[src/irf_pkg.sv]
// Package for the image rotate/flip address core: widths, codes, queue entry type.
// Standalone; used by every module under src.
package irf_pkg;

  localparam int MAX_SIDE = 2048;
  localparam int SIDE_W   = 12;   // width/height register and side value
  localparam int CNT_W    = 11;   // column/row counters
  localparam int IDX_W    = 22;   // destination index
  localparam int PIX_W    = 32;
  localparam int MODE_W   = 3;
  localparam int CFG_IDX_W = 2;
  localparam int PROD_W   = CNT_W + SIDE_W;

  localparam int QDEPTH   = 4;
  localparam int QPTR_W   = 2;
  localparam int QCNT_W   = 3;

  typedef enum logic [MODE_W-1:0] {
    MODE_NONE    = 3'd0,
    MODE_HMIRROR = 3'd1,
    MODE_VFLIP   = 3'd2,
    MODE_CW      = 3'd3,
    MODE_CCW     = 3'd4,
    MODE_R180    = 3'd5
  } rot_mode_t;

  typedef enum logic [CFG_IDX_W-1:0] {
    REG_WIDTH  = 2'd0,
    REG_HEIGHT = 2'd1,
    REG_MODE   = 2'd2
  } cfg_reg_t;

  // One classified request: dest_index = add_term + mul_a * mul_b
  typedef struct packed {
    logic [PIX_W-1:0]  pixel;
    logic [CNT_W-1:0]  add_term;
    logic [CNT_W-1:0]  mul_a;
    logic [SIDE_W-1:0] mul_b;
    logic              last;
  } irf_entry_t;

  // Zero reads as 1, anything above MAX_SIDE saturates.
  function automatic logic [SIDE_W-1:0] side_of(input logic [SIDE_W-1:0] r);
    logic [SIDE_W-1:0] s;
    if (r == '0) begin
      s = SIDE_W'(1);
    end else if (r > SIDE_W'(MAX_SIDE)) begin
      s = SIDE_W'(MAX_SIDE);
    end else begin
      s = r;
    end
    return s;
  endfunction

endpackage

[src/image_rotate_flip_address_core.sv]
// Image rotate/flip address core: source pixels in raster order in, destination index out.
// Path from request accept to out_valid: queue write on accept, multiply register, add/output register.
// Throughput: 1 request per cycle unless the output stalls; the single 11x12 multiplier stage sets the pace.
// Mode none consumes requests with no result. 4-entry queue absorbs output stalls.
// Reset (rst, synchronous): width/height 1, mode none, counters zero, pipeline empty.
// Depends on irf_pkg, irf_front, irf_queue, irf_back.
module image_rotate_flip_address_core
  import irf_pkg::*;
(
  input  logic                 clk,
  input  logic                 rst,
  // configuration write channel: 0 width, 1 height, 2 mode
  input  logic                 cfg_valid,
  output logic                 cfg_ready,
  input  logic [CFG_IDX_W-1:0] cfg_index,
  input  logic [SIDE_W-1:0]    cfg_data,
  // source pixel requests
  input  logic                 in_valid,
  output logic                 in_stall,
  input  logic [PIX_W-1:0]     pixel_in,
  // destination requests
  output logic                 out_valid,
  input  logic                 out_stall,
  output logic [IDX_W-1:0]     dest_index,
  output logic [PIX_W-1:0]     pixel_out,
  output logic                 frame_last
);

  irf_entry_t push_entry, head;
  logic       push, pop, q_full, q_not_empty;

  // Registers are always writable; writes must only be issued while idle, which the block itself does not enforce.
  assign cfg_ready = 1'b1;
  // Front stalls only on a full queue, never on the output side directly.
  assign in_stall  = q_full;

  irf_front u_front (
    .clk        (clk),
    .rst        (rst),
    .cfg_valid  (cfg_valid),
    .cfg_index  (cfg_index),
    .cfg_data   (cfg_data),
    .in_valid   (in_valid),
    .q_full     (q_full),
    .pixel_in   (pixel_in),
    .push       (push),
    .push_entry (push_entry)
  );

  // decouples classification from the multiply/add pipe
  irf_queue u_queue (
    .clk        (clk),
    .rst        (rst),
    .push       (push),
    .push_entry (push_entry),
    .pop        (pop),
    .head       (head),
    .not_empty  (q_not_empty),
    .full       (q_full)
  );

  irf_back u_back (
    .clk        (clk),
    .rst        (rst),
    .head       (head),
    .not_empty  (q_not_empty),
    .pop        (pop),
    .out_valid  (out_valid),
    .out_stall  (out_stall),
    .dest_index (dest_index),
    .pixel_out  (pixel_out),
    .frame_last (frame_last)
  );

endmodule

[src/irf_front.sv]
// Front end: configuration registers, column/row counters and mode classification.
// Depends on irf_pkg; feeds irf_queue.
module irf_front
  import irf_pkg::*;
(
  input  logic                 clk,
  input  logic                 rst,
  input  logic                 cfg_valid,
  input  logic [CFG_IDX_W-1:0] cfg_index,
  input  logic [SIDE_W-1:0]    cfg_data,
  input  logic                 in_valid,
  input  logic                 q_full,
  input  logic [PIX_W-1:0]     pixel_in,
  output logic                 push,
  output irf_entry_t           push_entry
);

  logic [SIDE_W-1:0] image_width;
  logic [SIDE_W-1:0] image_height;
  logic [MODE_W-1:0] rotate_mode;
  logic [CNT_W-1:0]  column_count, column_count_next;
  logic [CNT_W-1:0]  row_count, row_count_next;

  logic [SIDE_W-1:0] w, h, w_m1, h_m1;
  logic [CNT_W-1:0]  xr, yr;
  logic              x_end, y_end, emit, accept;

  assign w      = side_of(image_width);
  assign h      = side_of(image_height);
  assign w_m1   = w - SIDE_W'(1);
  assign h_m1   = h - SIDE_W'(1);
  assign xr     = w_m1[CNT_W-1:0] - column_count;
  assign yr     = h_m1[CNT_W-1:0] - row_count;
  assign x_end  = ({1'b0, column_count} + SIDE_W'(1)) >= w;
  assign y_end  = ({1'b0, row_count} + SIDE_W'(1)) >= h;
  assign accept = in_valid && !q_full;

  always_comb begin
    emit                = 1'b1;
    push_entry.pixel    = pixel_in;
    push_entry.last     = x_end && y_end;
    push_entry.add_term = xr;
    push_entry.mul_a    = row_count;
    push_entry.mul_b    = w;
    unique case (rotate_mode)
      MODE_HMIRROR: begin
        push_entry.add_term = xr;
        push_entry.mul_a    = row_count;
        push_entry.mul_b    = w;
      end
      MODE_VFLIP: begin
        push_entry.add_term = column_count;
        push_entry.mul_a    = yr;
        push_entry.mul_b    = w;
      end
      MODE_CW: begin
        push_entry.add_term = yr;
        push_entry.mul_a    = column_count;
        push_entry.mul_b    = h;
      end
      MODE_CCW: begin
        push_entry.add_term = row_count;
        push_entry.mul_a    = xr;
        push_entry.mul_b    = h;
      end
      MODE_R180: begin
        push_entry.add_term = xr;
        push_entry.mul_a    = yr;
        push_entry.mul_b    = w;
      end
      default: begin
        emit = 1'b0;  // none and undefined codes: counters only
      end
    endcase
  end

  assign push = accept && emit;

  always_comb begin
    column_count_next = column_count;
    row_count_next    = row_count;
    if (accept) begin
      if (x_end) begin
        column_count_next = '0;
        row_count_next    = y_end ? '0 : row_count + CNT_W'(1);
      end else begin
        column_count_next = column_count + CNT_W'(1);
      end
    end
  end

  always_ff @(posedge clk) begin
    if (rst) begin
      image_width  <= SIDE_W'(1);
      image_height <= SIDE_W'(1);
      rotate_mode  <= MODE_NONE;
      column_count <= '0;
      row_count    <= '0;
    end else if (cfg_valid) begin
      unique case (cfg_index)
        REG_WIDTH: begin
          image_width  <= cfg_data;
          column_count <= '0;
          row_count    <= '0;
        end
        REG_HEIGHT: begin
          image_height <= cfg_data;
          column_count <= '0;
          row_count    <= '0;
        end
        REG_MODE: begin
          rotate_mode  <= cfg_data[MODE_W-1:0];
          column_count <= '0;
          row_count    <= '0;
        end
        default: begin
          column_count <= column_count_next;
          row_count    <= row_count_next;
        end
      endcase
    end else begin
      column_count <= column_count_next;
      row_count    <= row_count_next;
    end
  end

endmodule

[src/irf_queue.sv]
// Short FIFO of classified requests between front and back ends.
// Depends on irf_pkg.
module irf_queue
  import irf_pkg::*;
(
  input  logic       clk,
  input  logic       rst,
  input  logic       push,
  input  irf_entry_t push_entry,
  input  logic       pop,
  output irf_entry_t head,
  output logic       not_empty,
  output logic       full
);

  irf_entry_t        slots [QDEPTH];
  logic [QPTR_W-1:0] wptr, rptr;
  logic [QCNT_W-1:0] count;

  assign head      = slots[rptr];
  assign not_empty = count != '0;
  assign full      = count == QCNT_W'(QDEPTH);

  always_ff @(posedge clk) begin
    if (push) begin
      slots[wptr] <= push_entry;
    end
  end

  always_ff @(posedge clk) begin
    if (rst) begin
      wptr  <= '0;
      rptr  <= '0;
      count <= '0;
    end else begin
      if (push) begin
        wptr <= wptr + QPTR_W'(1);
      end
      if (pop) begin
        rptr <= rptr + QPTR_W'(1);
      end
      unique case ({push, pop})
        2'b10:   count <= count + QCNT_W'(1);
        2'b01:   count <= count - QCNT_W'(1);
        default: count <= count;
      endcase
    end
  end

endmodule

[src/irf_back.sv]
// Back end: multiply stage then add into the output register.
// Depends on irf_pkg; drains irf_queue.
module irf_back
  import irf_pkg::*;
(
  input  logic             clk,
  input  logic             rst,
  input  irf_entry_t       head,
  input  logic             not_empty,
  output logic             pop,
  output logic             out_valid,
  input  logic             out_stall,
  output logic [IDX_W-1:0] dest_index,
  output logic [PIX_W-1:0] pixel_out,
  output logic             frame_last
);

  logic              advance;
  logic              s1_valid;
  logic [PROD_W-1:0] s1_prod;
  logic [CNT_W-1:0]  s1_add;
  logic [PIX_W-1:0]  s1_pixel;
  logic              s1_last;

  // whole pipe moves unless the output holds an unaccepted result
  assign advance = !out_valid || !out_stall;
  assign pop     = advance && not_empty;

  always_ff @(posedge clk) begin
    if (rst) begin
      s1_valid  <= 1'b0;
      out_valid <= 1'b0;
    end else if (advance) begin
      s1_valid  <= not_empty;
      out_valid <= s1_valid;
    end
  end

  always_ff @(posedge clk) begin
    if (advance) begin
      s1_prod    <= PROD_W'(head.mul_a) * PROD_W'(head.mul_b);
      s1_add     <= head.add_term;
      s1_pixel   <= head.pixel;
      s1_last    <= head.last;
      dest_index <= s1_prod[IDX_W-1:0] + IDX_W'(s1_add);
      pixel_out  <= s1_pixel;
      frame_last <= s1_last;
    end
  end

endmodule

[config.mk]
export PLATFORM = sky130hd
export DESIGN_NAME = image_rotate_flip_address_core
export DESIGN_NICKNAME = d
export VERILOG_FILES = /design/src/irf_pkg.sv /design/src/image_rotate_flip_address_core.sv /design/src/irf_front.sv /design/src/irf_queue.sv /design/src/irf_back.sv
export SDC_FILE = /design/constraint.sdc
export NUM_CORES = 1
export LEC_CHECK = 0
export BUFFER_PORTS_ARGS = -buffer_cell sky130_fd_sc_hd__buf_4
export CAP_MARGIN = 20
export CORE_UTILIZATION = 53
export DETAILED_ROUTE_END_ITERATION = 10
export HOLD_SLACK_MARGIN = 0.08
export PLACE_DENSITY = 0.7
export SLEW_MARGIN = 15
export SYNTH_ARGS = -nofsm -noshare
export SYNTH_HDL_FRONTEND = slang
export SYNTH_SLANG_ARGS = --single-unit
[constraint.sdc]
create_clock -name clk -period 6.82 [get_ports clk]
set_input_delay 0.682 -clock clk [delete_from_list [all_inputs] [get_ports clk]]
set_output_delay 0.682 -clock clk [all_outputs]
set_load 0.01 [all_outputs]
==> results by group, run 1 <==
Run status
  • Status: completed

Finish
  • Final #Nets: 2,190
  • Ratio of cells with drive above 1 in the final layout: 14.38%
  • P&R area growth vs syn: 12.19%
  • Ant. Diodes: 0

Min path
  • Min-delay worst type: primary input to flip-flop
  • WHS Path Cells: 1

Clocking
  • CTS sink cnt: 449
  • Worst-Skew Late Latency: 0.58 ns
  • Max clock buf depth: 3
  • Post-CTS sizing: 0
  • CTS buffer count: 45
  • CTS Root Cell: clkbuf_16
  • Quantity of hold-fixing buffers added after cts: 0
  • CTS tree: built
  • Post-CTS Setup Repair Bufs: 0
  • Clk slew on worst S/H paths: 0.06 ns
  • Max H-tree Level: 2

Floorplanning
  • Std cell rows: 76
  • Die Y: 213.1 um
  • DIE AREA: 0.04543 mm^2
  • DIE WIDTH: 213.1 um
  • CORE AREA: 0.04355 mm^2
  • Initial core utilization: 54.25%
  • # IOs: 109

Logic synthesis
  • Post-synth EDFFs: 389
  • Syn nets: 2,096
  • Async SR Flop Fraction: 0%
  • Sequential cell area fraction in the yosys report: 54.52%
  • Ys flop type: edfxtp_1
  • Cell area after synthesis: 0.02363 mm^2
  • Cell count after synthesis: 1,831
  • Post-synth top cells: edfxtp_1, nand2_1, inv_1
  • Syn. warnings: 0
  • Top area cells in the synthesized netlist: edfxtp_1, fa_1, ha_1
  • Yosys top cell by area: edfxtp_1
  • Synth top area share: 49.44%
  • Syn avg cell area: 12.90 um^2
  • Post-synthesis cell type count: 80
  • #FFs+latches synth: 449
  • Count leader, synth: edfxtp_1

Global route
  • Largest net degree at the start of global routing: 70
  • First-pass GRT wire length: 77.53 mm
  • Grt ovf: 0
  • Initial antenna violation count: 0
  • Gr usage total: 22.35%
  • Vias in the first global route: 14,306

Setup path
  • Worst path cell trace: mux4_2, and2_1, fa_1, fa_1, fa_1, fa_1, inv_1, fa_1, inv_1, ha_1, a21oi_1, o21ai_0, a21oi_1, nand3_1, a221oi_1, xnor2_1
  • WS Path Type: flip-flop to flip-flop
  • Slowest CP cell: mux4_2
  • Critical Path RT: 7.13 ns
  • Cell mode on critical path: fa_1
  • Worst reg-to-reg path cell count: 16
  • Crit Path Max Fanout: 23
  • CP max stage delay: 0.69 ns
  • Crit. End Element: flip-flop
  • CP startpoint kind: flip-flop
  • CP arrival: 6.45 ns

STA
  • Min Tclk post-route: 6.146 ns
  • Relative slew slack: 27.45%
  • RSZ-0062 raised after global routing: false
  • Slew @ Worst Pin: 1.084 ns
  • Fmax: 162.7 MHz
  • Setup Skew: 0.01456 ns
  • Fin. Hold Viols: 0
  • Slew Viols, Final: 0
  • Final Setup Violations: 0
  • Period utilization: 90.11%
  • Setup TNS: 0 ns

Placed design
  • Placer Congestion: 0.9029
  • Dpl hpwl: 34.91 mm
  • PortBufs: 107

Route
  • Per-cell routed wire length: 19.11 um
  • 1st-iter DRT viols: 1,031
  • Routed wire length: 48.66 mm
  • Via-to-Cell Ratio: 5.669
  • DRT Pass-1 Iters: 5
  • Antenna-violating nets left: 0
  • Vias: 14,433
  • DRC viols: 0

Run
  • Maxcap violations: 0
==> state kept, by name, indices dropped and copies added, names as in the netlist, 2 cells and up, named ones only <==
register and flops:
u_front.row_count 11, u_queue.slots 268, u_back.s1_pixel 32, u_front.rotate_mode 3, u_queue.count 3, u_back.s1_prod 22
u_queue.wptr 2, u_front.image_width 12, u_back.s1_add 11, u_back.pixel_out 32, u_back.dest_index 22, u_front.image_height 12
u_queue.rptr 2, u_front.column_count 11
==> critical path: cells and delay by family, from the launching register on <==
family                     cells  cell delay (ns)
AOI/OAI and AO/OA              4             1.01
buffers and inverters          2             0.10
and+or+nand+nor                2             0.37
DFF                            1             0.64
adders and majority gates      6             2.95
muxes                          1             0.69
xor gates and xnor gates       1             0.12
==> through the flow <==
step	hold WS (ns)	setup WS [ns]	std cells	cell area, um^2	util (%)
6_report	0.3004	0.6744	2546	26510	60.87
5_1_grt	0.2820	0.2242	2546	26510	60.87
4_1_cts	0.2685	0.6425	2546	26510	60.86
3_5_place_dp	0.4045	0.6335	2463	25000	57.39
3_3_place_gp	0.4024	0.7447	2463	25000	57.39
2_1_floorplan	0.4003	0.9341	1831	23630	-
==> area by class of cell <==
class                      count  area, um^2
fill                        3417       17040
sequential                   449       12890
multi-input combinational   1137        9821
clock buffer                  64        1227
timing repair buffer         124       930.9
tap                          585       732.0
inverter                     168       630.6
clock inverter                19       281.5
==> worst paths after layout <==
check | startpoint | end | slack, ns
min reg2reg | u_back.s1_pixel[22] | u_back.pixel_out[22] | 0.42
min | pixel_in[23] | u_queue.slots[1][58] | 0.30
max | flip-flop | u_back.s1_prod[21] | 0.67
max reg2reg | flip-flop | u_back.s1_prod[21] | 0.67
==> layout by cell type, fill, tap and decap left out, drive strengths merged, types with 9 or more instances in the layout <==
master,instances
mux2i,11
dfxtp,60
nor2b,16
o21a,10
a31oi,13
and2,86
edfxtp,389
o211ai,14
inv,169
clkbuf,64
ha,122
xnor2,52
a22o,10
clkinv,9
a21oi,83
o21ai,72
xor2,29
mux4,67
and3,18
nor2,69
buf,124
fa,92
nor3,26
a211oi,11
nand3,26
nand2,205
a21o,16
==> logic make-up (layout without fill, tap and decap cells) <==
family,after synthesis,after routing,share of synthesized area (%)
XOR/XNOR,81,81,3.002
buffers and inverters,245,375,3.993
flip-flops,449,449,54.52
other,1,1,0.01587
adder cells (fa/ha/maj),214,214,14.25
multiplexers,79,79,6.900
AND/OR/NAND/NOR,488,488,9.982
AO/OA/AOI/OAI,274,274,7.334
==> metal layers <==
metal	up-vias	track usage [%]	wire [um]
met5	-	0	0
met2	389	36.08	23050
li1	6749	-	-
met3	67	3.736	2568
met4	0	7.315	1160
met1	7228	30.92	21880
Power of run 1 is left out: the tool's default activity adds up to more than one toggle a clock period on the data nets, which glitch-free logic cannot reach.
==> run 2: changes to the inputs <==
--- a/config.mk
+++ b/config.mk
@@ -7,10 +7,10 @@
 export LEC_CHECK = 0
 export BUFFER_PORTS_ARGS = -buffer_cell sky130_fd_sc_hd__buf_4
 export CAP_MARGIN = 20
-export CORE_UTILIZATION = 53
+export CORE_UTILIZATION = 55
 export DETAILED_ROUTE_END_ITERATION = 10
 export HOLD_SLACK_MARGIN = 0.08
-export PLACE_DENSITY = 0.7
+export PLACE_DENSITY = 0.73
 export SLEW_MARGIN = 15
 export SYNTH_ARGS = -nofsm -noshare
 export SYNTH_HDL_FRONTEND = slang
==> results by group, run 2 (synthesis results as in run 1) <==
Run status
  • Status: completed

Min path
  • Min-delay worst type: primary input to flip-flop
  • WHS Path Cells: 1

Clocking
  • CTS buffer count: 47
  • Post-CTS sizing: 0
  • CTS Root Cell: clkbuf_16
  • Clk slew on worst S/H paths: 0.06 ns
  • Quantity of hold-fixing buffers added after cts: 0
  • Max clock buf depth: 3
  • Post-CTS Setup Repair Bufs: 0
  • Max H-tree Level: 2
  • CTS tree: built
  • CTS sink cnt: 449
  • Worst-Skew Late Latency: 0.60 ns

Finish
  • Largest Register: u_queue.slots
  • Ant. Diodes: 0
  • Most common cell after layout, fill and taps aside: edfxtp_1
  • Most frequent cells in the layout: edfxtp_1, nand2_1, inv_1
  • Biggest regs: u_queue.slots: 268 flops, u_back.pixel_out: 32 flops, u_back.s1_pixel: 32 flops
  • Largest register FFs: 268
  • Layout filler cell count: 3,135
  • Final #Nets: 2,193
  • Ratio of cells with drive above 1 in the final layout: 14.50%
  • P&R area growth vs syn: 12.35%
  • Design area: 0.02655 mm^2

Setup path
  • Worst path cell trace: mux4_2, and2_1, fa_1, inv_1, fa_1, inv_1, fa_1, fa_1, inv_1, fa_1, inv_1, ha_1, and4_1, nor2b_1, o211ai_1, a21o_1, a311oi_1, xor2_1
  • CP startpoint kind: flip-flop
  • Cell mode on critical path: fa_1
  • Crit Path Max Fanout: 23
  • Slowest CP cell: mux4_2
  • Critical Path RT: 7.15 ns
  • R2R Setup Slk: 0.71 ns
  • Worst path bufs/invs: 4
  • Worst reg-to-reg path cell count: 18
  • CP max stage delay: 0.70 ns
  • Crit path depth: 18
  • Crit. End Element: flip-flop
  • Top delay family on crit path: adder cells
  • WS Path Type: flip-flop to flip-flop
  • CP arrival: 6.44 ns

Route
  • Antenna-violating nets left: 0
  • Routed wire length: 50.10 mm
  • Per-cell routed wire length: 20.01 um
  • Via-to-Cell Ratio: 5.738
  • DRC viols: 0
  • DRT Pass-1 Iters: 5
  • 1st-iter DRT viols: 1,064
  • Vias: 14,369

STA
  • Relative slew slack: 28.57%
  • Min Tclk post-route: 6.111 ns
  • RSZ-0062 raised after global routing: false
  • Setup TNS: 0 ns
  • Slew @ Worst Pin: 1.067 ns
  • Period utilization: 89.61%
  • Fin. Hold Viols: 0
  • Slew Viols, Final: 0
  • Final Setup Violations: 0
  • Worst hold margin: 0.2776 ns
  • Setup ws final: 0.7087 ns
  • Fmax: 163.6 MHz
  • Setup Skew: 0.03250 ns

Placed design
  • Placer Congestion: 0.9209
  • PortBufs: 107
  • Dpl hpwl: 35.02 mm
  • Post-place setup slack: 0.6421 ns
  • Area after DPL: 0.02495 mm^2

Global route
  • Vias in the first global route: 14,623
  • Grt ovf: 0
  • First-pass GRT wire length: 79.53 mm
  • Gr usage total: 23.59%
  • Initial antenna violation count: 0
  • Largest net degree at the start of global routing: 70

Floorplanning
  • CORE AREA: 0.04213 mm^2
  • Std cell rows: 75
  • DIE WIDTH: 209.3 um
  • Initial core utilization: 56.08%
  • DIE AREA: 0.04379 mm^2
  • # IOs: 109
  • Die Y: 209.3 um

Run
  • Maxcap violations: 0
run 2: cell count changes in the layout (fill, tap and decap cells not counted), moves of 2 or more:
cell	before	now
clkinv_1	2	10
clkbuf_1	16	10
clkbuf_16	45	47
clkinv_2	5	3
clkinvlp_4	4	2
inv_6	0	2
run 2: worst paths after layout:
path,startpoint,endpoint
worst max register to register,flip-flop,u_back.s1_prod[20]
worst min-delay path,pixel_in[21],u_queue.slots[2][56]
worst min register to register,u_back.s1_pixel[22],u_back.pixel_out[22]
worst max-delay path,flip-flop,u_back.s1_prod[20]
run 2: layer usage:
metal | wire length, um | share of wire (%) | vias to the layer above | GRT usage [%]
met5 | 0 | 0 | - | 0
met3 | 3007 | 6.0 | 81 | 4.743
met1 | 21320 | 43 | 7104 | 31.53
li1 | - | - | 6752 | -
met2 | 24570 | 49 | 432 | 39.21
met4 | 1215 | 2.4 | 0 | 7.099
run 2: cell type report:
| cell class | count | area, um^2 | area share (%) |
|---|---|---|---|
| clock buffers | 59 | 1241 | 4.675 |
| well taps | 539 | 674.4 | 2.540 |
| clock inverters | 27 | 351.6 | 1.324 |
| repair buffers | 125 | 938.4 | 3.535 |
| multi-input cells | 1137 | 9824 | 37.01 |
| flip-flops and latches | 449 | 12890 | 48.54 |
| inverters | 168 | 630.6 | 2.375 |
run 2: worst reg2reg max path, stage by stage (launching register included):
cell and delay (ns):
dfxtp_4 0.63, mux4_2 0.72, and2_1 0.23, fa_1 0.53
inv_1 0.05, fa_1 0.47, inv_1 0.05, fa_1 0.50
fa_1 0.54, inv_1 0.05, fa_1 0.53, inv_1 0.05
ha_1 0.36, and4_1 0.26, nor2b_1 0.17, o211ai_1 0.12
a21o_1 0.23, a311oi_1 0.27, xor2_1 0.10
run 2: per-stage QoR:
stage,instances,util [%]
final,2504,63.01
after global routing,2504,63.01
after CTS,2504,63.00
after detailed placement,2418,59.22
after global placement,2418,59.22
after floorplan,1831,-
Power of run 2 is left out for the same reason.
==> run 3: changes to the inputs <==
--- a/config.mk
+++ b/config.mk
@@ -5,12 +5,14 @@
 export SDC_FILE = /design/constraint.sdc
 export NUM_CORES = 1
 export LEC_CHECK = 0
+export ABC_AREA = 1
 export BUFFER_PORTS_ARGS = -buffer_cell sky130_fd_sc_hd__buf_4
 export CAP_MARGIN = 20
 export CORE_UTILIZATION = 55
+export CTS_CLUSTER_DIAMETER = 50
 export DETAILED_ROUTE_END_ITERATION = 10
 export HOLD_SLACK_MARGIN = 0.08
-export PLACE_DENSITY = 0.73
+export PLACE_DENSITY = 0.72
 export SLEW_MARGIN = 15
 export SYNTH_ARGS = -nofsm -noshare
 export SYNTH_HDL_FRONTEND = slang
==> results by group, run 3 <==
STA
  • Slew Viols, Final: 0
  • Final Setup Violations: 0
  • Min Tclk post-route: 6.028 ns
  • Slew @ Worst Pin: 1.080 ns
  • RSZ-0062 raised after global routing: false
  • Fin. Hold Viols: 0
  • Fmax: 165.9 MHz
  • Setup ws final: 0.7918 ns
  • Relative slew slack: 27.98%
  • Setup TNS: 0 ns
  • Setup Skew: 0.04885 ns
  • Period utilization: 88.39%

Floorplanning
  • Die Y: 213.9 um
  • DIE AREA: 0.04576 mm^2
  • CORE AREA: 0.04422 mm^2
  • DIE WIDTH: 213.9 um
  • # IOs: 109
  • Std cell rows: 77
  • Initial core utilization: 55.85%

Route
  • Routed wire length: 57.17 mm
  • Per-cell routed wire length: 17.67 um
  • 1st-iter DRT viols: 1,204
  • Vias: 17,540
  • Via-to-Cell Ratio: 5.422
  • Antenna-violating nets left: 0
  • DRC viols: 0
  • DRT Pass-1 Iters: 6

Setup path
  • CP startpoint kind: flip-flop
  • Cell mode on critical path: fa_1
  • CP arrival: 6.37 ns
  • Worst path cell trace: buf_4, a21oi_1, a32oi_2, inv_2, nor2_1, fa_1, fa_1, fa_1, fa_1, inv_1, fa_1, inv_1, ha_1, nand2_1, inv_1, nand2_1, nor3_1, nor3b_1, nor2_1, nand2_1, nand2_1
  • WS Path Type: flip-flop to flip-flop
  • Worst path bufs/invs: 5
  • Crit. End Element: flip-flop
  • Crit Path Max Fanout: 48
  • Slowest CP cell: fa_1
  • Top delay family on crit path: adder cells
  • CP max stage delay: 0.54 ns
  • Critical Path RT: 7.16 ns

Logic synthesis
  • Syn nets: 2,760
  • Compound-Gate Fraction of Synth Area: 8.891%
  • Main combinational cell family by area after synthesis: simple AND/OR/NAND/NOR gates
  • Post-synth EDFFs: 389
  • Post-synthesis mux area share: 0%
  • Sequential cell area fraction in the yosys report: 52.16%
  • Cell area after synthesis: 0.02470 mm^2
  • Syn avg cell area: 9.899 um^2
  • Post-synth top cells: nand2_1, edfxtp_1, inv_1
  • Synth top area share: 47.29%
  • Post-synthesis cell type count: 51
  • Yosys top cell by area: edfxtp_1
  • Ys flop type: edfxtp_1
  • Async SR Flop Fraction: 0%
  • Syn. warnings: 0
  • Post-Synth Adder-Cell Area: 13.64%
  • Top area cells in the synthesized netlist: edfxtp_1, nand2_1, fa_1
  • #FFs+latches synth: 449
  • Post-synthesis simple-gate area fraction: 16.71%
  • Cell count after synthesis: 2,495
  • Xor and xnor fraction of the mapped netlist area: 1.560%
  • Count leader, synth: nand2_1

Clocking
  • Clk slew on worst S/H paths: 0.06 ns
  • Max H-tree Level: 2
  • Post-CTS sizing: 0
  • CTS tree: built
  • Post-CTS Setup Repair Bufs: 0
  • Quantity of hold-fixing buffers added after cts: 0
  • Worst-Skew Late Latency: 0.60 ns
  • CTS buffer count: 47
  • CTS sink cnt: 449
  • Max clock buf depth: 3
  • CTS Root Cell: clkbuf_16

Global route
  • Largest net degree at the start of global routing: 89
  • First-pass GRT wire length: 91.84 mm
  • Initial antenna violation count: 0
  • Gr usage total: 25.35%
  • Grt ovf: 0
  • Vias in the first global route: 17,355

Placed design
  • Area after DPL: 0.02607 mm^2
  • Total placed cells including tap cells: 3,146
  • PortBufs: 107
  • Placer Congestion: 0.9323
  • Post-place setup slack: 0.8285 ns
  • Dpl hpwl: 41.23 mm

Finish
  • Most common cell after layout, fill and taps aside: nand2_1
  • Ratio of cells with drive above 1 in the final layout: 9.992%
  • Largest register FFs: 268
  • P&R area growth vs syn: 11.77%
  • Design area: 0.02761 mm^2
  • Post-route insts no fill: 3,235
  • Final #Nets: 2,868
  • Most frequent cells in the layout: nand2_1, edfxtp_1, inv_1
  • Biggest regs: u_queue.slots: 268 flops, u_back.pixel_out: 32 flops, u_back.s1_pixel: 32 flops
  • Largest Register: u_queue.slots

Run
  • Maxcap violations: 0

Run status
  • Status: completed

Min path
  • Min-delay worst type: primary input to flip-flop
## run 3: cell count changes in the layout (fill, tap and decap cells not counted), moves of 20 or more
cell     previous run  this run
a21oi_1            82       102
mux4_2             67         0
and2_1             82         1
inv_1             165       344
nand3_1            25       101
o21ai_0            68       157
nand2_1           204       509
o22ai_1             3        51
xnor2_1            52        11
nand4_1             7        27
inv_2               2        25
nor2_1             69       312
## run 3: layout make-up
| type | count | area (um^2) |
|---|---|---|
| clock buffers | 59 | 1231 |
| fillers | 3604 | 16620 |
| well taps | 592 | 740.7 |
| multi-input cells | 1609 | 10120 |
| flip-flops and latches | 449 | 12890 |
| repair buffers | 122 | 915.9 |
| clock inverters | 29 | 304.0 |
| diodes | 1 | 2.502 |
| inverters | 374 | 1408 |
## run 3: path summary, 6_finish.rpt
path	from	end	slack, ns	cells after the start
worst max register to register	flip-flop	u_back.s1_prod[21]	0.79	21
worst max-delay path	flip-flop	u_back.s1_prod[21]	0.79	21
worst min-delay path	pixel_in[23]	u_queue.slots[3][58]	0.29	1
worst min register to register	u_back.s1_pixel[30]	u_back.pixel_out[30]	0.39	0
## run 3: cells by family (layout without fill, tap and decap cells)
| family | Yosys count | count (layout) |
|---|---|---|
| and+or+nand+nor | 993 | 993 |
| DFF | 449 | 449 |
| buffers and inverters | 437 | 584 |
| AOI/OAI and AO/OA | 357 | 357 |
| adders and majority gates | 214 | 214 |
| xor gates and xnor gates | 44 | 44 |
| other | 1 | 2 |
## run 3: worst reg2reg max path: cells and delay by family (launching register included)
kind | cells | cell delay, ns
simple gates | 8 | 1.03
fa+ha+maj | 6 | 2.87
flops | 1 | 0.44
compound gates | 2 | 0.66
buf+inv | 5 | 0.76
## run 3: layer usage
metal	share of wire [%]	wire, um	global-route usage, %	vias to the layer above
met3	4.8	2729	3.241	96
li1	-	-	-	8517
met1	45	25790	35.03	8435
met2	48	27220	41.95	492
met4	2.5	1428	7.674	0
met5	0	0	0	-
## run 3: stage by stage
step / hold slack, ns / util (%)
after global placement: 0.4024 / 58.95
after global routing: 0.2602 / 62.42
final: 0.2858 / 62.43
after floorplan: 0.4003 / -
after CTS: 0.2493 / 62.42
after detailed placement: 0.4045 / 58.95
Power of run 3 is left out for the same reason.
